## src/sv/fllb_pkg.sv

```systemverilog
// shared types and constants of the fill-to-limit load balancer
package fllb_pkg;

   // item kinds carried on req_tuser
   localparam logic OP_ACQUIRE = 1'b0;
   localparam logic OP_RELEASE = 1'b1;

   // configuration register indexes
   localparam logic CSR_PEER_COUNT    = 1'b0;
   localparam logic CSR_INITIAL_LIMIT = 1'b1;

   // fixed field widths
   localparam int PEER_COUNT_BITS = 6;
   localparam int LIMIT_BITS      = 16;
   localparam int PEER_FIELD_BITS = 5;

   // register reset values
   localparam logic [PEER_COUNT_BITS-1:0] RESET_PEER_COUNT    = 6'd32;
   localparam logic [LIMIT_BITS-1:0]      RESET_INITIAL_LIMIT = 16'd100;

   // x / 10 for 16-bit x is (x * 0xCCCD) >> 19
   localparam logic [LIMIT_BITS-1:0] DIV10_MULT  = 16'hCCCD;
   localparam int                    DIV10_SHIFT = 19;

   // command from the sequencer to every cell
   typedef struct packed {
      logic load;    // place the probe at the start index
      logic shift;   // move the probe one cell along
      logic wrap;    // probe passes from the last peer in use back to cell zero
      logic inc;     // probed cell below the limit takes a connection
      logic dec;     // addressed cell gives back a connection
   } cell_cmd_type;

   // status from one cell
   typedef struct packed {
      logic hit;     // probe is here and the count is below the limit
      logic zero;    // this cell is addressed for release and holds zero
   } cell_stat_type;

endpackage

```

## src/sv/fill_to_limit_load_balancer.sv

```systemverilog
// Fill-to-limit load balancer: a row of peer cells, each holding one peer's connection
// count, with a probe bit handed from cell to cell one step per cycle under a small
// sequencer. An acquire walks the probe from the cursor over the peers in use and takes
// the first peer below the shared limit; when every peer is full the limit rises by a
// tenth (at least one, saturated at the cap) and a second walk starts from peer zero; if
// the limit is already at its cap the acquire is refused. An acquire's result is loaded
// when the walking probe finds a free peer or ends its last walk. A release passes
// through ST_REL, where its result is loaded. The input is ready again in the cycle
// after a result is loaded, and a result that cannot leave because the previous one
// still waits on the rsp side holds the sequencer until it can.
// One item is worked at a time; a new item may be accepted while the previous result
// still waits on the rsp side.
// Configuration writes are to be made only while no item is in flight; the block does not enforce this.
module fill_to_limit_load_balancer #(
   parameter int MAX_PEERS  = 32,
   parameter int COUNT_BITS = 16
) (
   input  logic        clock,
   input  logic        reset,
   // request item
   input  logic        req_tvalid,
   output logic        req_tready,
   input  logic [7:0]  req_tdata,   // [4:0] release_peer, [7:5] zero
   input  logic        req_tuser,   // [0] opcode
   // result item
   output logic        rsp_tvalid,
   input  logic        rsp_tready,
   output logic [23:0] rsp_tdata,   // [4:0] chosen_peer, [20:5] current_limit,
                                    // [21] limit_raised, [22] refused, [23] release_error
   // configuration
   input  logic        csr_we,
   input  logic        csr_index,
   input  logic [15:0] csr_wdata
);

   localparam int IW  = (MAX_PEERS > 1) ? $clog2(MAX_PEERS) : 1;
   localparam int LB  = fllb_pkg::LIMIT_BITS;
   localparam int PCB = fllb_pkg::PEER_COUNT_BITS;
   localparam int PFB = fllb_pkg::PEER_FIELD_BITS;
   localparam int CAP_INT = (COUNT_BITS >= LB) ? 65535 : ((1 << COUNT_BITS) - 1);
   localparam logic [LB-1:0] LIMIT_CAP = LB'(CAP_INT);
   localparam logic [LB-1:0] RESET_LIMIT =
      (LIMIT_CAP < fllb_pkg::RESET_INITIAL_LIMIT) ? LIMIT_CAP : fllb_pkg::RESET_INITIAL_LIMIT;

   typedef enum logic [1:0] {
      ST_IDLE,
      ST_SCAN,
      ST_REL
   } state_type;

   state_type             state_ff;
   logic [PCB-1:0]        peer_count_ff;
   logic [LB-1:0]         limit_ff;
   logic [IW-1:0]         cursor_ff;
   logic [IW-1:0]         idx_ff;
   logic [IW-1:0]         steps_ff;
   logic                  pass2_ff;
   logic [PFB-1:0]        rp_ff;
   logic                  rsp_valid_ff;
   logic [23:0]           rsp_data_ff;

   fllb_pkg::cell_cmd_type  cmd;
   fllb_pkg::cell_stat_type stat [MAX_PEERS];
   logic [MAX_PEERS-1:0]    probe;
   logic [IW-1:0]           start_idx;
   logic [IW-1:0]           rel_idx;
   logic [IW-1:0]           n_last;
   logic [IW-1:0]           scan_start;
   logic                    any_hit;
   logic                    any_zero;
   logic                    out_free;
   logic                    accept;
   logic                    rp_in_range;
   logic                    last_step;
   logic                    can_raise;
   logic                    rsp_load;
   logic [2*LB-1:0]         div_prod;
   logic [LB-1:0]           raise_step;
   logic [LB:0]             raise_sum;
   logic [LB-1:0]           raised_limit;
   logic [LB-1:0]           csr_limit;

   assign req_tready = (state_ff == ST_IDLE);
   assign accept     = req_tvalid & req_tready;
   assign out_free   = ~rsp_valid_ff | rsp_tready;
   assign rsp_tvalid = rsp_valid_ff;
   assign rsp_tdata  = rsp_data_ff;

   // last index of the peers in use
   always_comb begin
      priority if (peer_count_ff == '0) begin
         n_last = '0;
      end else if (int'(peer_count_ff) > MAX_PEERS) begin
         n_last = IW'(MAX_PEERS - 1);
      end else begin
         n_last = IW'(peer_count_ff - PCB'(1));
      end
   end

   assign scan_start  = (cursor_ff <= n_last) ? cursor_ff : '0;
   assign last_step   = (steps_ff == n_last);
   assign rp_in_range = (int'(rp_ff) < MAX_PEERS);
   assign rel_idx     = IW'(rp_ff);
   assign start_idx   = (state_ff == ST_IDLE) ? scan_start : '0;
   assign can_raise   = (limit_ff < LIMIT_CAP);

   // a result item is loaded this cycle
   assign rsp_load = out_free &
                     (((state_ff == ST_SCAN) &
                       (any_hit | (last_step & (pass2_ff | ~can_raise)))) |
                      (state_ff == ST_REL));

   // limit step: a tenth of the limit, at least one, saturated at the cap
   assign div_prod   = limit_ff * fllb_pkg::DIV10_MULT;
   assign raise_step = (div_prod[2*LB-1:fllb_pkg::DIV10_SHIFT] == '0) ? LB'(1)
                       : LB'(div_prod[2*LB-1:fllb_pkg::DIV10_SHIFT]);
   assign raise_sum  = {1'b0, limit_ff} + {1'b0, raise_step};
   assign raised_limit = (raise_sum > {1'b0, LIMIT_CAP}) ? LIMIT_CAP : raise_sum[LB-1:0];

   // written initial limit, clamped to one .. cap
   assign csr_limit = (csr_wdata == '0) ? LB'(1)
                      : ((csr_wdata > LIMIT_CAP) ? LIMIT_CAP : csr_wdata);

   // combine cell status
   always_comb begin
      any_hit  = 1'b0;
      any_zero = 1'b0;
      for (int i = 0; i < MAX_PEERS; i++) begin
         any_hit  = any_hit | stat[i].hit;
         any_zero = any_zero | stat[i].zero;
      end
   end

   // commands to the cells
   always_comb begin
      cmd = '0;
      unique case (state_ff)
         ST_IDLE: begin
            cmd.load = accept & (req_tuser == fllb_pkg::OP_ACQUIRE);
         end
         ST_SCAN: begin
            if (any_hit) begin
               cmd.inc = out_free;
            end else if (last_step) begin
               cmd.load = ~pass2_ff & can_raise;
            end else begin
               cmd.shift = 1'b1;
               cmd.wrap  = (idx_ff == n_last);
            end
         end
         ST_REL: begin
            cmd.dec = out_free & rp_in_range & ~any_zero;
         end
         default: cmd = '0;
      endcase
   end

   // row of peer cells
   for (genvar g = 0; g < MAX_PEERS; g++) begin : g_cell
      logic prev;
      if (g == 0) begin : g_first
         assign prev = cmd.wrap;
      end else begin : g_next
         assign prev = probe[g-1];
      end
      fllb_cell #(
         .IDX (g),
         .IW  (IW),
         .CB  (COUNT_BITS)
      ) u_cell (
         .clock      (clock),
         .reset      (reset),
         .cmd        (cmd),
         .start_idx  (start_idx),
         .rel_idx    (rel_idx),
         .limit      (limit_ff),
         .probe_prev (prev),
         .probe_out  (probe[g]),
         .stat       (stat[g])
      );
   end

   // sequencer, shared state and result register
   always_ff @(posedge clock) begin
      if (reset) begin
         state_ff      <= ST_IDLE;
         peer_count_ff <= fllb_pkg::RESET_PEER_COUNT;
         limit_ff      <= RESET_LIMIT;
         cursor_ff     <= '0;
         idx_ff        <= '0;
         steps_ff      <= '0;
         pass2_ff      <= 1'b0;
         rp_ff         <= '0;
         rsp_valid_ff  <= 1'b0;
         rsp_data_ff   <= '0;
      end else begin
         rsp_valid_ff <= rsp_load | (rsp_valid_ff & ~rsp_tready);

         // configuration writes
         if (csr_we) begin
            unique case (csr_index)
               fllb_pkg::CSR_PEER_COUNT:    peer_count_ff <= csr_wdata[PCB-1:0];
               fllb_pkg::CSR_INITIAL_LIMIT: limit_ff      <= csr_limit;
               default: ;
            endcase
         end

         unique case (state_ff)
            ST_IDLE: begin
               if (accept) begin
                  rp_ff <= req_tdata[PFB-1:0];
                  if (req_tuser == fllb_pkg::OP_ACQUIRE) begin
                     idx_ff   <= scan_start;
                     steps_ff <= '0;
                     pass2_ff <= 1'b0;
                     state_ff <= ST_SCAN;
                  end else begin
                     state_ff <= ST_REL;
                  end
               end
            end
            ST_SCAN: begin
               if (any_hit) begin
                  if (out_free) begin
                     cursor_ff    <= idx_ff;
                     rsp_data_ff  <= {1'b0, 1'b0, pass2_ff, limit_ff, PFB'(idx_ff)};
                     state_ff     <= ST_IDLE;
                  end
               end else if (last_step) begin
                  if (!pass2_ff && can_raise) begin
                     // all full: raise the limit and walk again from peer zero
                     limit_ff  <= raised_limit;
                     cursor_ff <= '0;
                     idx_ff    <= '0;
                     steps_ff  <= '0;
                     pass2_ff  <= 1'b1;
                  end else if (out_free) begin
                     // refused, limit saturated or still full after raising
                     rsp_data_ff  <= {1'b0, 1'b1, pass2_ff, limit_ff, PFB'(0)};
                     state_ff     <= ST_IDLE;
                  end
               end else begin
                  idx_ff   <= (idx_ff == n_last) ? '0 : idx_ff + IW'(1);
                  steps_ff <= steps_ff + IW'(1);
               end
            end
            ST_REL: begin
               if (out_free) begin
                  rsp_data_ff  <= {~rp_in_range | any_zero, 1'b0, 1'b0, limit_ff, PFB'(0)};
                  state_ff     <= ST_IDLE;
               end
            end
            default: state_ff <= ST_IDLE;
         endcase
      end
   end

endmodule

```

## src/sv/fllb_cell.sv

```systemverilog
// one peer cell: connection count, probe bit and local compare
module fllb_cell #(
   parameter int IDX = 0,
   parameter int IW  = 5,
   parameter int CB  = 16
) (
   input  logic                        clock,
   input  logic                        reset,
   input  fllb_pkg::cell_cmd_type      cmd,
   input  logic [IW-1:0]               start_idx,
   input  logic [IW-1:0]               rel_idx,
   input  logic [fllb_pkg::LIMIT_BITS-1:0] limit,
   input  logic                        probe_prev,
   output logic                        probe_out,
   output fllb_pkg::cell_stat_type     stat
);

   localparam int CMPW = (CB > fllb_pkg::LIMIT_BITS) ? CB : fllb_pkg::LIMIT_BITS;

   logic [CB-1:0] count_ff, count_in;
   logic          probe_ff, probe_in;
   logic          below;
   logic          match_rel;

   // local compare against the shared limit
   assign below     = CMPW'(count_ff) < CMPW'(limit);
   assign match_rel = (rel_idx == IW'(IDX));

   assign stat.hit  = probe_ff & below;
   assign stat.zero = match_rel & (count_ff == '0);
   assign probe_out = probe_ff;

   // probe movement along the row
   always_comb begin
      probe_in = probe_ff;
      priority if (cmd.load) begin
         probe_in = (start_idx == IW'(IDX));
      end else if (cmd.shift) begin
         probe_in = probe_prev & ((IDX == 0) | ~cmd.wrap);
      end
   end

   // count update
   always_comb begin
      count_in = count_ff;
      priority if (cmd.inc && probe_ff && below) begin
         count_in = count_ff + CB'(1);
      end else if (cmd.dec && match_rel && (count_ff != '0)) begin
         count_in = count_ff - CB'(1);
      end
   end

   always_ff @(posedge clock) begin
      if (reset) begin
         count_ff <= '0;
         probe_ff <= 1'b0;
      end else begin
         count_ff <= count_in;
         probe_ff <= probe_in;
      end
   end

endmodule
```

## config.mk

```make
export PLATFORM = sky130hd
export DESIGN_NAME = fill_to_limit_load_balancer
export DESIGN_NICKNAME = d
export VERILOG_FILES = /design/src/sv/fllb_pkg.sv /design/src/sv/fill_to_limit_load_balancer.sv /design/src/sv/fllb_cell.sv
export SDC_FILE = /design/constraint.sdc
export NUM_CORES = 2
export LEC_CHECK = 0
export BUFFER_PORTS_ARGS = -buffer_cell sky130_fd_sc_hd__buf_2
export CAP_MARGIN = 20
export CELL_PAD_IN_SITES_DETAIL_PLACEMENT = 1
export CELL_PAD_IN_SITES_GLOBAL_PLACEMENT = 1
export CORE_MARGIN = 3
export CORE_UTILIZATION = 40
export CTS_BUF_LIST = sky130_fd_sc_hd__clkbuf_16
export DETAILED_ROUTE_END_ITERATION = 10
export PLACE_DENSITY = 0.78
export SLEW_MARGIN = 20
export SYNTH_ARGS = -nofsm -noshare
export SYNTH_HDL_FRONTEND = slang
export SYNTH_SLANG_ARGS = --single-unit
```

## constraint.sdc

```tcl
create_clock -name clock -period 9.04 [get_ports clock]
set_input_delay 0.904 -clock clock [delete_from_list [all_inputs] [get_ports clock]]
set_output_delay 0.904 -clock clock [all_outputs]
set_load 0.02 [all_outputs]
```

==> results.cfg <==
[yosys]
async_flop_share = 0
synthTopCellsByArea = ha_1 24%, dfxtp_1 21%, nor2_1 5.8%
synth_common_cells = 1112 x ha_1, 914 x nor2_1, 627 x a21oi_1
seq_area_frac_synth = 0.208
syn_inst = 7161
synth.most_common_cell = ha_1
synth_top_area_frac = 0.236
ys.flop_type = dfxtp_1
ys_ff_latch = 614
synth_area_leader_cell = ha_1
netlist_area_um2 = 59000
syn_nets = 8418
yosysWarnings = 0
syn_area_per_cell_um2 = 8.24
synth_edf_count = 0
synth_cell_type_count = 86

[setup_path]
endpoint = limit_ff[13]
cp-startpoint = limit_ff[1]
cp.arrival_ps = 9320
reg2reg_slack_ps = 280
end_kind = flip-flop
crit_required_ps = 9600
path_buf_inv = 5
path_class = flip-flop to flip-flop
worstReg2RegStart = limit_ff[1]
cp.depth = 36
cp_slowest_cell = fa_1
slowest_delay_ps = 550
cp_max_fo = 3
r2r_end = limit_ff[13]
cpMostUsedCell = fa_1
start_kind = flip-flop
cp_top_family = adder cells
ff2ff_path_depth = 36

[floorplan]
dieArea_um2 = 152000
ioPinCount = 57
fp.dieH_um = 390
initial_core_util = 0.404
chipWidth_um = 390
rows = 140
core_area_um2 = 146000

[power]
peakVddDrop_v = 0.000122
p_per_area_nw_per_um2 = 128
power_leakage_nw = 31.0

[timing]
fin_crit_ps = 8760
drv_slew = 0
skew_ps = 33.2
tns_ps = 0
fmax_mhz = 114
timing_worst_slew_pin_value_ps = 1200
fin_crit_sh = 0.969
setup_viol = 0
hold_viol = 0
slew_headroom = 0.197

[grt]
grt_pass1_vias = 57500
track_usage = 0.255
grt_pass1_wl_mm = 315
grt_max_degree = 106
antenna_found_initial = 16
grt_overflow_total = 0

[clock_tree]
cts_inserted_buffers = 81
ctsRootBufferMaster = clkbuf_16
cts_tree = yes
cts.sinks = 614
clk_path_buf_depth = 3
ctsHoldBuffers = 0
cts_max_level = 3
path_clk_slew_ps = 70
clk_latency_ps = 700

[run]
drv_cap = 0

[routing]
finalWirelength_mm = 199
detail-route-antenna-nets = 0
drtIter0Drc = 2942
vias_per_cell = 5.96
drt_pass1_iterations = 5
route.detailed.drc = 0
vias = 55100
wl_per_cell_um = 21.6

[final_layout]
syn_to_final_growth_pct = 9.93
fill_cells = 17600
drive_gt1_frac = 0.0634
nets = 8521
final_util = 0.444
instances_no_fill = 9240

[place]
gp_congestion = 0.924
hpwl_mm = 147
port_buffers = 53
dp.cells = 9087

[hold_path]
hp-class = input port to flip-flop

[run_status]
status = completed
[worst min path at each step]
| stage | from | to | slack, ps | cells after the start |
|---|---|---|---|---|
| 2_1_floorplan | state_ff[0] | state_ff[0] | 460 | 2 |
| 3_3_place_gp | rsp_tdata[18] | rsp_tdata[18] | 470 | 2 |
| 3_5_place_dp | rsp_tdata[11] | rsp_tdata[11] | 490 | 2 |
| 4_1_cts | csr_wdata[2] | peer_count_ff[2] | 460 | 3 |
| 5_1_grt | csr_wdata[2] | peer_count_ff[2] | 510 | 3 |
| 6_report | csr_wdata[2] | peer_count_ff[2] | 500 | 3 |
[final cells by class]
cell class | instances | area (um2) | area share
Inverter | 392 | 1470 | 0.0227
Tap cell | 1917 | 2400 | 0.0370
Multi-Input combinational cell | 5977 | 44800 | 0.691
Timing Repair Buffer | 198 | 1420 | 0.0219
Clock buffer | 83 | 2080 | 0.0320
Clock inverter | 57 | 342 | 0.00527
Antenna cell | 2 | 5.00 | 0.0000772
Sequential cell | 614 | 12300 | 0.190
[sequential cells by signal (all words and copies together), names as in the netlist]
signal and flops:
cursor_ff 5, g_cell.u_cell.count_ff 512, g_cell.u_cell.probe_out 32, idx_ff 5
limit_ff 16, pass2_ff 1, peer_count_ff 6, rel_idx 5
rsp_tdata 24, rsp_tvalid 1, state_ff 2, steps_ff 5
[metal layers]
layer,vias up,GRT usage,part of all wire
met5,-,0,0.00017
met4,4,0.0900,0.038
met3,398,0.0388,0.052
met2,1119,0.439,0.47
met1,27300,0.324,0.44
li1,26300,-,-
[report_power, final]
part | switching (W) | total (W) | internal [W]
logic | 0.00143 | 0.00244 | 0.00101
registers | 0.0000378 | 0.00277 | 0.00273
clock network | 0.00138 | 0.00312 | 0.00173
total | 0.00285 | 0.00833 | 0.00548
[cell families (layout without fill, tap and decap cells)]
kind of cell	count (synthesis)	in the layout	share of synthesized area
other cells	0	2	0
compound gates	1829	1829	0.196
buf+inv	570	730	0.0374
fa+ha+maj	1228	1228	0.275
flops	614	614	0.208
xor+xnor	402	402	0.0597
mux	221	221	0.0377
simple gates	2297	2297	0.186
[worst register-to-register path, delay by kind of cell (launching register included)]
family	cells	cell delay (ps)
AOI/OAI and AO/OA	12	2110
buffers and inverters	5	570
and+or+nand+nor	10	2160
DFF	1	340
adders and majority gates	9	3430
[through the flow]
step	hold WS [ps]	power (W)	worst slack (ps)	area, um2
4_1_cts	464	0.00821	7.83	64600
3_3_place_gp	468	0.00492	27.8	62200
5_1_grt	507	0.00875	-89.8	64800
6_report	501	0.00833	277	64900
2_1_floorplan	458	0.00422	343	59000
3_5_place_dp	486	0.00503	-245	62200
[cell usage in the layout, fill, tap and decap left out, types with 30 or more instances in the layout]
cell type	count
o21a_1	51
a21o_1	200
xor2_1	142
clkbuf_16	83
and3_1	69
nor2b_1	122
nor3_1	139
nor2_1	913
fa_1	112
o31a_1	38
buf_2	52
and2_1	43
o21ai_0	325
buf_4	139
xnor2_1	260
a211o_1	37
inv_1	389
nor3b_1	32
nand4_1	86
a21oi_1	618
nand3_1	145
nor4_1	146
o2111ai_1	34
or3_1	30
o211ai_1	31
o21bai_1	38
or2_2	35
mux2i_1	209
nand2b_1	65
ha_1	1106
a211oi_1	111
a31oi_1	73
nand2_1	378
dfxtp_1	610
a21boi_0	38
[what timing repair did]
action,in CTS,in global routing
setup buffers,2,8
endpoints found under the setup margin,16,16
endpoints found under the hold margin,0,0
resized for setup,11,23
pin swaps,7,27
No activity file was read; power rests on OpenSTA's default activity.
